`config.mk`:
```
export PLATFORM = sky130hd
export DESIGN_NAME = murmur2_64b_byte_stream_hash
export DESIGN_NICKNAME = d
export VERILOG_FILES = /design/src/rtl/mh64b_pkg.sv /design/src/rtl/mh64b_front.sv /design/src/rtl/mh64b_queue.sv /design/src/rtl/mh64b_back.sv /design/src/rtl/murmur2_64b_byte_stream_hash.sv
export VERILOG_INCLUDE_DIRS = /design/src /design/src/rtl
export SDC_FILE = /design/constraint.sdc
export NUM_CORES = 1
export LEC_CHECK = 0
export BUFFER_PORTS_ARGS = -buffer_cell sky130_fd_sc_hd__buf_4
export CAP_MARGIN = 20
export CORE_MARGIN = 2
export CORE_UTILIZATION = 45
export DETAILED_ROUTE_END_ITERATION = 7
export PLACE_DENSITY = 0.72
export SKIP_LAST_GASP = 1
export SYNTH_ARGS = -nofsm -noshare
export SYNTH_HDL_FRONTEND = slang
export SYNTH_SLANG_ARGS = --single-unit
```
`constraint.sdc`:
```
create_clock -name clk -period 9 [get_ports clk]
set_input_delay 1.8 -clock clk [delete_from_list [all_inputs] [get_ports clk]]
set_output_delay 1.8 -clock clk [all_outputs]
set_load 0.1 [all_outputs]
```
`src/rtl/murmur2_64b_byte_stream_hash_macros.svh`:
```
// Assertion macros for the MurmurHash64B byte stream hasher.
`ifndef MURMUR2_64B_BYTE_STREAM_HASH_MACROS_SVH
`define MURMUR2_64B_BYTE_STREAM_HASH_MACROS_SVH
`ifndef NO_ASSERTIONS
`define MH_ASSERT(lbl, cond) \
  lbl: assert property (@(posedge clk) disable iff (rst) (cond)) \
    else $error("assertion failed");
`define MH_ASSERT_NEXT(lbl, ante, cons) \
  lbl: assert property (@(posedge clk) disable iff (rst) (ante) |=> (cons)) \
    else $error("assertion failed");
`else
`define MH_ASSERT(lbl, cond)
`define MH_ASSERT_NEXT(lbl, ante, cons)
`endif
`endif

```
`src/rtl/mh64b_pkg.sv`:
```
// Types and constants shared by the MurmurHash64B hasher modules.
`timescale 1ns / 1ps
package mh64b_pkg;

  localparam logic [31:0] MIX_MUL = 32'h5bd1e995;
  localparam int Q_DEPTH = 2;

  typedef struct packed {
    logic        init;
    logic [31:0] init_val;
    logic        mix;
    logic        odd;
    logic [31:0] word;
    logic        fin;
    logic        tail_en;
    logic [23:0] tail;
  } cmd_t;

  typedef struct packed {
    logic       valid;
    logic       full;
    logic [1:0] count;
  } q_status_t;

endpackage

```
`src/rtl/mh64b_front.sv`:
```
// Front end: packs bytes into words and turns items into back-end commands.
`timescale 1ns / 1ps
module mh64b_front
  import mh64b_pkg::*;
(
  input  logic        clk,
  input  logic        rst,
  input  logic        accept,
  input  logic [7:0]  data_byte,
  input  logic        byte_valid,
  input  logic        first_item,
  input  logic        last_item,
  input  logic [31:0] message_length,
  input  logic [31:0] hash_seed,
  output logic        push,
  output cmd_t        cmd
);

  logic [23:0] partial_word;
  logic [1:0]  bytes_in_word;
  logic        odd_word;
  logic [23:0] partial_word_next;
  logic [1:0]  bytes_in_word_next;
  logic        odd_word_next;
  logic [23:0] pw_eff;
  logic [1:0]  bc_eff;
  logic        odd_eff;
  logic        word_done;

  always_comb begin
    pw_eff = first_item ? 24'd0 : partial_word;
    bc_eff = first_item ? 2'd0 : bytes_in_word;
    odd_eff = first_item ? 1'b0 : odd_word;
    word_done = byte_valid && (bc_eff == 2'd3);
    partial_word_next = pw_eff;
    bytes_in_word_next = bc_eff;
    odd_word_next = odd_eff;
    if (byte_valid) begin
      if (word_done) begin
        partial_word_next = 24'd0;
        bytes_in_word_next = 2'd0;
        odd_word_next = ~odd_eff;
      end else begin
        partial_word_next = pw_eff | (24'(data_byte) << {bc_eff, 3'b000});
        bytes_in_word_next = bc_eff + 2'd1;
      end
    end
    cmd.init = first_item;
    cmd.init_val = hash_seed ^ message_length;
    cmd.mix = word_done;
    cmd.odd = odd_eff;
    cmd.word = {data_byte, pw_eff};
    cmd.fin = last_item;
    cmd.tail_en = (bytes_in_word_next != 2'd0);
    cmd.tail = partial_word_next;
    push = accept && (first_item || word_done || last_item);
  end

  always_ff @(posedge clk) begin
    if (rst) begin
      partial_word <= 24'd0;
      bytes_in_word <= 2'd0;
      odd_word <= 1'b0;
    end else if (accept) begin
      if (last_item) begin
        partial_word <= 24'd0;
        bytes_in_word <= 2'd0;
        odd_word <= 1'b0;
      end else begin
        partial_word <= partial_word_next;
        bytes_in_word <= bytes_in_word_next;
        odd_word <= odd_word_next;
      end
    end
  end

endmodule

```
`src/rtl/mh64b_queue.sv`:
```
// Two-entry command queue between front end and back end.
`timescale 1ns / 1ps
module mh64b_queue
  import mh64b_pkg::*;
(
  input  logic      clk,
  input  logic      rst,
  input  logic      push,
  input  cmd_t      push_cmd,
  input  logic      pop,
  output cmd_t      head_cmd,
  output q_status_t status
);

  cmd_t       mem [Q_DEPTH];
  logic       wr_ptr;
  logic       rd_ptr;
  logic [1:0] count;

  always_ff @(posedge clk) begin
    if (push) begin
      mem[wr_ptr] <= push_cmd;
    end
  end

  always_ff @(posedge clk) begin
    if (rst) begin
      wr_ptr <= 1'b0;
      rd_ptr <= 1'b0;
      count <= 2'd0;
    end else begin
      if (push) begin
        wr_ptr <= ~wr_ptr;
      end
      if (pop) begin
        rd_ptr <= ~rd_ptr;
      end
      case ({push, pop})
        2'b10:   count <= count + 2'd1;
        2'b01:   count <= count - 2'd1;
        default: count <= count;
      endcase
    end
  end

  assign head_cmd = mem[rd_ptr];
  assign status.valid = (count != 2'd0);
  assign status.full = (count == 2'(Q_DEPTH));
  assign status.count = count;

endmodule

```
`src/rtl/mh64b_back.sv`:
```
// Back end: word mixing and final mix over one shared 32x32 multiplier.
`timescale 1ns / 1ps
module mh64b_back
  import mh64b_pkg::*;
(
  input  logic        clk,
  input  logic        rst,
  input  logic        q_valid,
  input  cmd_t        q_cmd,
  output logic        pop,
  output logic        out_valid,
  input  logic        out_ready,
  output logic [31:0] hash_high,
  output logic [31:0] hash_low
);

  localparam logic [2:0] S_IDLE = 3'd0;
  localparam logic [2:0] S_W1   = 3'd1;
  localparam logic [2:0] S_W2   = 3'd2;
  localparam logic [2:0] S_L    = 3'd3;
  localparam logic [2:0] S_T    = 3'd4;
  localparam logic [2:0] S_F1   = 3'd5;
  localparam logic [2:0] S_F2   = 3'd6;
  localparam logic [2:0] S_F3   = 3'd7;

  logic [2:0]  state;
  logic        fin4;
  cmd_t        cmd;
  logic [31:0] acc;
  logic [31:0] lane_one;
  logic [31:0] lane_two;
  logic [31:0] mul_a;
  logic [31:0] prod;
  logic        out_free;

  // fin4 marks the last final-mix round, which also loads the output
  assign pop = q_valid && (state == S_IDLE) && !fin4;
  assign out_free = !out_valid || out_ready;

  always_comb begin
    if (fin4) begin
      mul_a = lane_two ^ (lane_one >> 19);
    end else begin
      case (state)
        S_W1:    mul_a = cmd.word;
        S_W2:    mul_a = acc ^ (acc >> 24);
        S_L:     mul_a = cmd.odd ? lane_two : lane_one;
        S_T:     mul_a = lane_two ^ {8'd0, cmd.tail};
        S_F1:    mul_a = lane_one ^ (lane_two >> 18);
        S_F2:    mul_a = lane_two ^ (lane_one >> 22);
        S_F3:    mul_a = lane_one ^ (lane_two >> 17);
        default: mul_a = 32'd0;
      endcase
    end
  end

  assign prod = mul_a * MIX_MUL;

  always_ff @(posedge clk) begin
    if (rst) begin
      state <= S_IDLE;
      fin4 <= 1'b0;
      lane_one <= 32'd0;
      lane_two <= 32'd0;
      out_valid <= 1'b0;
    end else begin
      // a transfer during fin4 is followed by the new result below
      if (out_valid && out_ready && !fin4) begin
        out_valid <= 1'b0;
      end
      if (fin4) begin
        if (out_free) begin
          hash_high <= lane_one;
          hash_low <= prod;
          out_valid <= 1'b1;
          lane_one <= 32'd0;
          lane_two <= 32'd0;
          fin4 <= 1'b0;
        end
      end else begin
        case (state)
          S_IDLE: begin
            if (pop) begin
              cmd <= q_cmd;
              if (q_cmd.init) begin
                lane_one <= q_cmd.init_val;
                lane_two <= 32'd0;
              end
              if (q_cmd.mix) begin
                state <= S_W1;
              end else if (q_cmd.fin) begin
                state <= S_T;
              end
            end
          end
          S_W1: begin
            acc <= prod;
            state <= S_W2;
          end
          S_W2: begin
            acc <= prod;
            state <= S_L;
          end
          S_L: begin
            if (cmd.odd) begin
              lane_two <= prod ^ acc;
            end else begin
              lane_one <= prod ^ acc;
            end
            state <= cmd.fin ? S_T : S_IDLE;
          end
          S_T: begin
            if (cmd.tail_en) begin
              lane_two <= prod;
            end
            state <= S_F1;
          end
          S_F1: begin
            lane_one <= prod;
            state <= S_F2;
          end
          S_F2: begin
            lane_two <= prod;
            state <= S_F3;
          end
          S_F3: begin
            lane_one <= prod;
            fin4 <= 1'b1;
            state <= S_IDLE;
          end
          default: state <= S_IDLE;
        endcase
      end
    end
  end

endmodule

```
`src/rtl/murmur2_64b_byte_stream_hash.sv`:
```
// Top level of the MurmurHash64B byte stream hasher.
//
//  channel  direction  handshake             payload
//  in       input      in_valid / in_ready   data_byte, byte_valid, first_item,
//                                            last_item, message_length
//  out      output     out_valid / out_ready hash_high, hash_low
//  cfg      input      APB psel / penable    hash_seed at byte address 0
//
// Items enter one per cycle while the two-entry command queue has room.
// The back end shares one multiplier: a full word is mixed in states W1, W2 and L,
// and the final mix of a last item runs through T, F1, F2, F3 and the fin4 round.
// Reset (rst, synchronous) clears lanes, queue, gathered bytes and seed.
// in_ready drops when the queue is full; a stalled result holds the back end.
`timescale 1ns / 1ps
`include "murmur2_64b_byte_stream_hash_macros.svh"
module murmur2_64b_byte_stream_hash
  import mh64b_pkg::*;
(
  input  logic        clk,
  input  logic        rst,
  input  logic        in_valid,
  output logic        in_ready,
  input  logic [7:0]  data_byte,
  input  logic        byte_valid,
  input  logic        first_item,
  input  logic        last_item,
  input  logic [31:0] message_length,
  output logic        out_valid,
  input  logic        out_ready,
  output logic [31:0] hash_high,
  output logic [31:0] hash_low,
  input  logic        psel,
  input  logic        penable,
  input  logic        pwrite,
  input  logic [1:0]  paddr,
  input  logic [31:0] pwdata,
  output logic [31:0] prdata,
  output logic        pready
);

  localparam logic [1:0] ADDR_HASH_SEED = 2'd0;

  logic [31:0] hash_seed;
  logic        accept;
  logic        push;
  logic        pop;
  cmd_t        push_cmd;
  cmd_t        head_cmd;
  q_status_t   q_status;

  assign pready = 1'b1;
  assign prdata = (paddr == ADDR_HASH_SEED) ? hash_seed : 32'd0;

  always_ff @(posedge clk) begin
    if (rst) begin
      hash_seed <= 32'd0;
    end else if (psel && penable && pwrite && (paddr == ADDR_HASH_SEED)) begin
      hash_seed <= pwdata;
    end
  end

  assign in_ready = !q_status.full;
  assign accept = in_valid && in_ready;

  mh64b_front u_front (
    .clk            (clk),
    .rst            (rst),
    .accept         (accept),
    .data_byte      (data_byte),
    .byte_valid     (byte_valid),
    .first_item     (first_item),
    .last_item      (last_item),
    .message_length (message_length),
    .hash_seed      (hash_seed),
    .push           (push),
    .cmd            (push_cmd)
  );

  mh64b_queue u_queue (
    .clk      (clk),
    .rst      (rst),
    .push     (push),
    .push_cmd (push_cmd),
    .pop      (pop),
    .head_cmd (head_cmd),
    .status   (q_status)
  );

  mh64b_back u_back (
    .clk       (clk),
    .rst       (rst),
    .q_valid   (q_status.valid),
    .q_cmd     (head_cmd),
    .pop       (pop),
    .out_valid (out_valid),
    .out_ready (out_ready),
    .hash_high (hash_high),
    .hash_low  (hash_low)
  );

  `MH_ASSERT(a_no_overflow, !(push && q_status.full))
  `MH_ASSERT(a_pop_nonempty, !(pop && !q_status.valid))
  `MH_ASSERT_NEXT(a_count_up, push && !pop, q_status.count == $past(q_status.count) + 2'd1)

endmodule
```
# --- Word-level counts from Yosys, hierarchy flattened ---
# Memories as Yosys holds them, arrays and structs flattened. A register that Yosys moved wholly into a read port is not among the register bits.
# Index checks and enable logic that the tools add are counted.
totals:
  ramBits: 186
  memories: 1
  in_bits: 84
  output_inout_bits: 99
  word_cells: 134
  ff_bits: 287
op_classes:
  eq_ne: 19
  n_bitwise: 14
  addsub: 3
  n_reduce_logical: 31
  multipliers: 1
  shifts: 1
  n_mux: 44
memory_table:
  columns: ["memory", "words", "word_bits", "read_ports", "rd_ports_with_merged_regs", "wr", "line", "text"]
  rows:
  - ["u_queue.mem", 2, 93, 1, 1, 1, "mh64b_queue.sv:15", "cmd_t mem [Q_DEPTH];"]
ops:
  columns: ["operator", "count"]
  rows:
  - ["$mux 32", 13]
  - ["$pmux 32 s7", 1]
  - ["$pmux 32 s4", 1]
  - ["$mux 24", 4]
  - ["$pmux 32 s3", 1]
  - ["$xor 32x32->32", 2]
  - ["$mul 32x31->32 const B", 1]
  - ["$xor 32x10->32", 1]
  - ["$xor 32x13->32", 1]
  - ["$xor 32x14->32", 1]
  - ["$xor 32x15->32", 1]
  - ["$xor 32x24->32", 1]
  - ["$xor 32x8->32", 1]
  - ["$or 24x24->24", 1]
  - ["$pmux 3 s8", 1]
  - ["$shl 8x5->24", 1]
  - ["$mux 1", 14]
  - ["$eq 3x3->1 const B", 4]
  - ["$mux 3", 4]
  - ["$ne 3x1->1 const B", 4]
  - ["$logic_and 1x1->1", 10]
  - ["$reduce_and 3->1", 3]
  - ["$mux 2", 4]
  - ["$eq 2x2->1 const B", 3]
  - ["other kinds (20)", 35]

# --- Depth between registers and ports, before layout ---
logic_depth:
  ltp_word: 8
  mapped_depth: 38
  depth_no_buf: 35

# --- By module ---
# A second synthesis with hierarchy kept.
unflattened:
  cells_unflattened: 2718
  hier_area_um2: 30316.6
by_module_without_submodules:
  columns: ["module", "cells_per_inst", "seq_area_each_um2", "n_inst", "area_per_inst_um2"]
  rows:
  - ["mh64b_back", 1989, 6035.8, 1, 19822.8]
  - ["mh64b_queue", 311, 5685.5, 1, 6907.9]
  - ["mh64b_front", 238, 540.5, 1, 1865.5]
  - ["murmur2_64b_byte_stream_hash", 180, 640.6, 1, 1720.4]

# --- Worst setup path after synthesis ---
# No wires, ideal clock.
synth_path:
  kind: "reg-to-reg"
  start: "register u_back.state[1]"
  end: "register u_back.lane_one[27]"
  setup_slack_ns: -0.351
  arrival_time_ns: 9.234
  path_stages_with_launch: 32
  path_buffers: 5
  required_ns: 8.883
  setup_ns: 0.117
  period_less_slack_ns: 9.351
  cell_sequence: "dfxtp_1 -> clkbuf_1 -> clkbuf_1 -> buf_2 -> clkbuf_1 -> clkbuf_1 -> nand2_1 -> o22ai_1 -> a221oi_1 -> o21ai_0 -> ha_1 -> ha_1 -> fa_1 -> inv_1 -> fa_1 -> inv_1 -> fa_1 -> fa_1 -> fa_1 -> inv_1 -> fa_1 -> inv_1 -> ha_1 -> a21o_1 -> a21oi_1 -> nand2_1 -> o31ai_1 -> o21ai_0 -> o311ai_1 -> and3_1 -> o21ai_0 -> a32o_1"
synth_via:
  elab_chain_len: 8
  elab_cells_between_ends: 23
  classes_between: "mul (1); eq/ne (10); mux (5); bitwise (1); reduce/logical (6)"
synth_rtl:
  columns: ["item", "line", "text"]
  rows:
  - ["start, declared", "mh64b_back.sv:26", "logic [2:0] state;"]
  - ["start signal, assigned", "mh64b_back.sv:110", "state <= cmd.fin ? S_T : S_IDLE;"]
  - ["$eq 3x3->1 (tied with other cells)", "mh64b_back.sv:44", "case (state)"]
  - ["$pmux 32 s7 (*)", "mh64b_back.sv:44", null]
  - ["$mux 32 (*)", "mh64b_back.sv:41", "if (fin4) begin"]
  - ["$mul 32x31->32 (*)", "mh64b_back.sv:57", "assign prod = mul_a * MIX_MUL;"]
  - ["via u_back.prod[27]", "mh64b_back.sv:33", "logic [31:0] prod;"]
  - ["$xor 32x32->32", "mh64b_back.sv:108", "lane_one <= prod ^ acc;"]
  - ["$mux 32", "mh64b_back.sv:105", "if (cmd.odd) begin"]
  - ["$pmux 32 s3 (*)", "mh64b_back.sv:81", "case (state)"]
  - ["$mux 32 (*)", "mh64b_back.sv:71", "if (fin4) begin"]
  - ["end signal, assigned", "mh64b_back.sv:86", "lane_one <= q_cmd.init_val;"]
  - ["end signal, assigned", "mh64b_back.sv:108", null]
  - ["end signal, assigned", "mh64b_back.sv:119", "lane_one <= prod;"]
  - ["end, declared", "mh64b_back.sv:30", "logic [31:0] lane_one;"]
# The timed path passes the listed nets; every way through them passes the cells marked *. The select of a mux whose other input is x is not followed.
# A chain may end at the register's enable or synchronous reset.

# --- Worst setup path after layout ---
layout_path:
  start: "register u_back.cmd[58] (netlist name)"
  end: "register u_back.lane_two[31]"
layout_via:
  elab_chain_len: 8
  elab_cells_between_ends: 11
  classes_between: "mul (1); eq/ne (1); mux (7); bitwise (1); reduce/logical (1)"
layout_rtl:
  columns: ["item", "line", "text"]
  rows:
  - ["start, declared", "mh64b_back.sv:28", "cmd_t cmd;"]
  - ["start signal, assigned", "mh64b_back.sv:84", "cmd <= q_cmd;"]
  - ["$mux 32", "mh64b_back.sv:47", "S_L: mul_a = cmd.odd ? lane_two : lane_one;"]
  - ["$pmux 32 s7", "mh64b_back.sv:44", null]
  - ["$mux 32", "mh64b_back.sv:41", null]
  - ["$mul 32x31->32", "mh64b_back.sv:57", null]
  - ["$xor 32x32->32", "mh64b_back.sv:106", "lane_two <= prod ^ acc;"]
  - ["$mux 32", "mh64b_back.sv:105", null]
  - ["$pmux 32 s4", "mh64b_back.sv:81", null]
  - ["$mux 32", "mh64b_back.sv:71", null]
  - ["end signal, assigned", "mh64b_back.sv:106", null]
  - ["end signal, assigned", "mh64b_back.sv:114", "lane_two <= prod;"]
  - ["end signal, assigned", "mh64b_back.sv:123", "lane_two <= prod;"]
  - ["end, declared", "mh64b_back.sv:31", "logic [31:0] lane_two;"]
# Parallel ways exist; a longest one is shown, timed or not. The select of a mux whose other input is x is not followed.

==> results.cfg <==
[run_status]
outcome = finished, violations left
failed_checks = design-rule violations

[floorplan]
core_sq_um = 64600
initial_utilization = 0.456
die_outline_area_sq_um = 67500
die_h_um = 260
floorplan.io_pins = 183
rows = 93
dieWidth_um = 260

[routing]
route.vias.total = 21700
post_route_antenna_net_violation_count = 0
post_drt_via_cell_ratio = 5.69
first_pass_iters = 8
finalWirelength_mm = 97.0
drtIter0Drc = 2068
detail_route.wl_per_cell_um = 25.5
drcViolationCount = 1

[place]
dp_cells = 3706
dp_hpwl_mm = 74.5
place.gp.congestion = 0.987
io_buffer_count = 181

[timing]
fmaxAchievable_ghz = 0.115
fin_crit_sh = 0.969
final_period_minus_worst_setup_slack_ns = 8.72
finClkSkew_ns = 0.0333
report.final.hold_viol_count = 0
timing.final.max_slew_violations = 0
tns_ns = 0
setup_viol = 0
tightest_slew_ns = 1.22
max_slew_margin = 0.181
grt_setup_unrepaired = false
timing.hold.ws_ns = 0.479

[clocking]
clock_sinks = 474
h_tree_depth = 2
tritoncts_clock_tree = done
clock-root-buffer = sky130_fd_sc_hd__clkbuf_16
clock_path_buffers = 3
cts-buffers-inserted = 50
clock_transition_at_the_register_clock_pins_on_the_worst_setup_and_hold_paths_after_cts_ns = 0.07
clkLatencyLatePin_ns = 0.61

[grt]
first_global_vias = 22000
groute.usage.overall = 0.289
grt_max_degree = 60
grt_remaining_overflow = 0
global_route_wire_length_before_repair_mm = 143
grt_antenna_before_repair = 2

[final_layout]
mostFrequentLayoutCell = sky130_fd_sc_hd__inv_1
layout.area.seq_sq_um = 12900
layout.cells.non_filler = 3804
mostFrequentLayoutCells = sky130_fd_sc_hd__inv_1 (367), sky130_fd_sc_hd__edfxtp_1 (341), sky130_fd_sc_hd__buf_4 (317)
finalNetCount = 3391
area_growth_pct = 16.5
layout-drive-gt1-share = 0.180
fill_cells = 5579
antenna-diode-count = 0
multi_input_area_sq_um = 14900

[synth]
ys_dominant_reg_cell = sky130_fd_sc_hd__edfxtp_1
post_synth_main_area_contributors = sky130_fd_sc_hd__edfxtp_1 (35%), sky130_fd_sc_hd__fa_1 (12%), sky130_fd_sc_hd__ha_1 (9.3%)
synth-warning-count = 0
synth_async_sr_flop_share = 0
netlist-cell-type-count = 79
post_synth.cell_area_avg_sq_um = 11.1
ff_latch_count_synth = 474
synthesis.instances = 2654
synth_largest_area_cell = sky130_fd_sc_hd__edfxtp_1
synth_edf_count = 341
syn_nets = 3137
fraction_of_synthesized_cell_area_taken_by_the_top_area_cell_type = 0.348
sequential_to_total_area_share_from_yosys_stat = 0.438
synth_area_sq_um = 29400

[critical_path]
cp_slowest_stage_delay_ns = 0.60
cp_data_arrival_time_ns = 9.24
crit_path_most_repeated_cell = sky130_fd_sc_hd__fa_1
worst_setup_path_end_kind = register
worst_setup_path_start_kind = register
timing.critical_path.from = u_back.cmd[58]$_DFFE_PP_
worst-path-max-fanout = 11
reg2reg_from = u_back.cmd[58]$_DFFE_PP_
worstPathRequired_ns = 9.52
criticalPathCategory = register to register
crit_path_top_delay_cell = sky130_fd_sc_hd__fa_1

[min_path]
holdCritStartpoint = hash_seed[12]$_SDFFE_PP0P_
min-delay-path-class = register to register

[flow_run]
cap_viol_max_count = 0
## sequential cells by signal (all words and copies together) (netlist names), named ones only
register               count
u_queue.mem              186
u_back.state               3
u_back.cmd                59
u_back.fin4                1
u_back.acc                32
u_queue.count              2
u_back.hash_high          32
u_front.odd_word           1
hash_seed                 32
u_queue.wr_ptr             1
u_back.lane_one           32
u_queue.rd_ptr             1
u_front.partial_word      24
u_front.bytes_in_word      2
u_back.hash_low           32
u_back.out_valid           1
u_back.lane_two           32
## routing by layer
| metal | up-vias | part of all wire | global-route usage |
|---|---|---|---|
| met2 | 993 | 0.48 | 0.478 |
| met5 | - | 0 | 0 |
| li1 | 9650 | - | - |
| met1 | 10800 | 0.40 | 0.375 |
| met3 | 240 | 0.069 | 0.0427 |
| met4 | 0 | 0.054 | 0.128 |
## stage by stage
stage | cell area (sq um) | util | setup WS (ns)
after floorplan | 29500 | - | 0.00835
after global placement | 32500 | 0.503 | 0.299
after detailed placement | 32500 | 0.504 | 0.245
after CTS | 34100 | 0.528 | 0.158
after global routing | 34300 | 0.531 | 0.0173
final | 34300 | 0.531 | 0.280
## critical path: cells and delay by family (launching register included)
kind	cells	cell delay (ns)
DFF	1	0.52
and+or+nand+nor	4	0.49
adders and majority gates	9	3.96
buffers and inverters	9	1.31
AOI/OAI and AO/OA	8	2.02
xor gates and xnor gates	1	0.33
## what timing repair did
| item | 4_1_cts | 5_1_grt |
|---|---|---|
| buffers inserted | 0 | 4 |
| endpoints found under the setup margin | 0 | 22 |
| endpoints found under the hold margin | 0 | 0 |
| resized for setup | 0 | 26 |
| hold buffers | 0 | 0 |
## Yosys cell counts (all sizes together) (42+ instances only)
library cell	n
nor2	184
ha	218
clkbuf	96
mux2	78
fa	181
a22oi	62
inv	368
mux2i	42
xor2	74
nand2	172
dfxtp	133
xnor2	81
a21oi	144
o21ai	104
edfxtp	341
## cell type report
class,count,area share
Multi-Input combinational cell,1692,0.433
Sequential cell,474,0.376
Timing Repair Buffer,321,0.0719
Inverter,369,0.0404
Clock buffer,62,0.0393
Tap cell,855,0.0312
Clock inverter,31,0.00744
## path summary, 6_finish.rpt
| check | slack, ns | cells after the start | to |
|---|---|---|---|
| worst min-delay path | 0.48 | 2 | hash_seed[12]$_SDFFE_PP0P_ |
| worst max-delay path | 0.28 | 31 | u_back.lane_two[31]$_SDFFE_PP0P_ |
| worst min register to register | 0.48 | 2 | hash_seed[12]$_SDFFE_PP0P_ |
| worst max register to register | 0.28 | 31 | u_back.lane_two[31]$_SDFFE_PP0P_ |
## kinds of logic (layout without fill, tap and decap cells)
family / after synthesis / count (layout) / synth area share
buffers and inverters: 488 / 783 / 0.0631
adders and majority gates: 399 / 399 / 0.216
other: 1 / 1 / 0.000127
and+or+nand+nor: 528 / 528 / 0.0813
xor gates and xnor gates: 158 / 158 / 0.0487
DFF: 474 / 474 / 0.438
AOI/OAI and AO/OA: 486 / 486 / 0.109
muxes: 120 / 120 / 0.0441
Power is left out: the tool's default activity adds up to more than one toggle a clock period on the data nets, which glitch-free logic cannot reach.
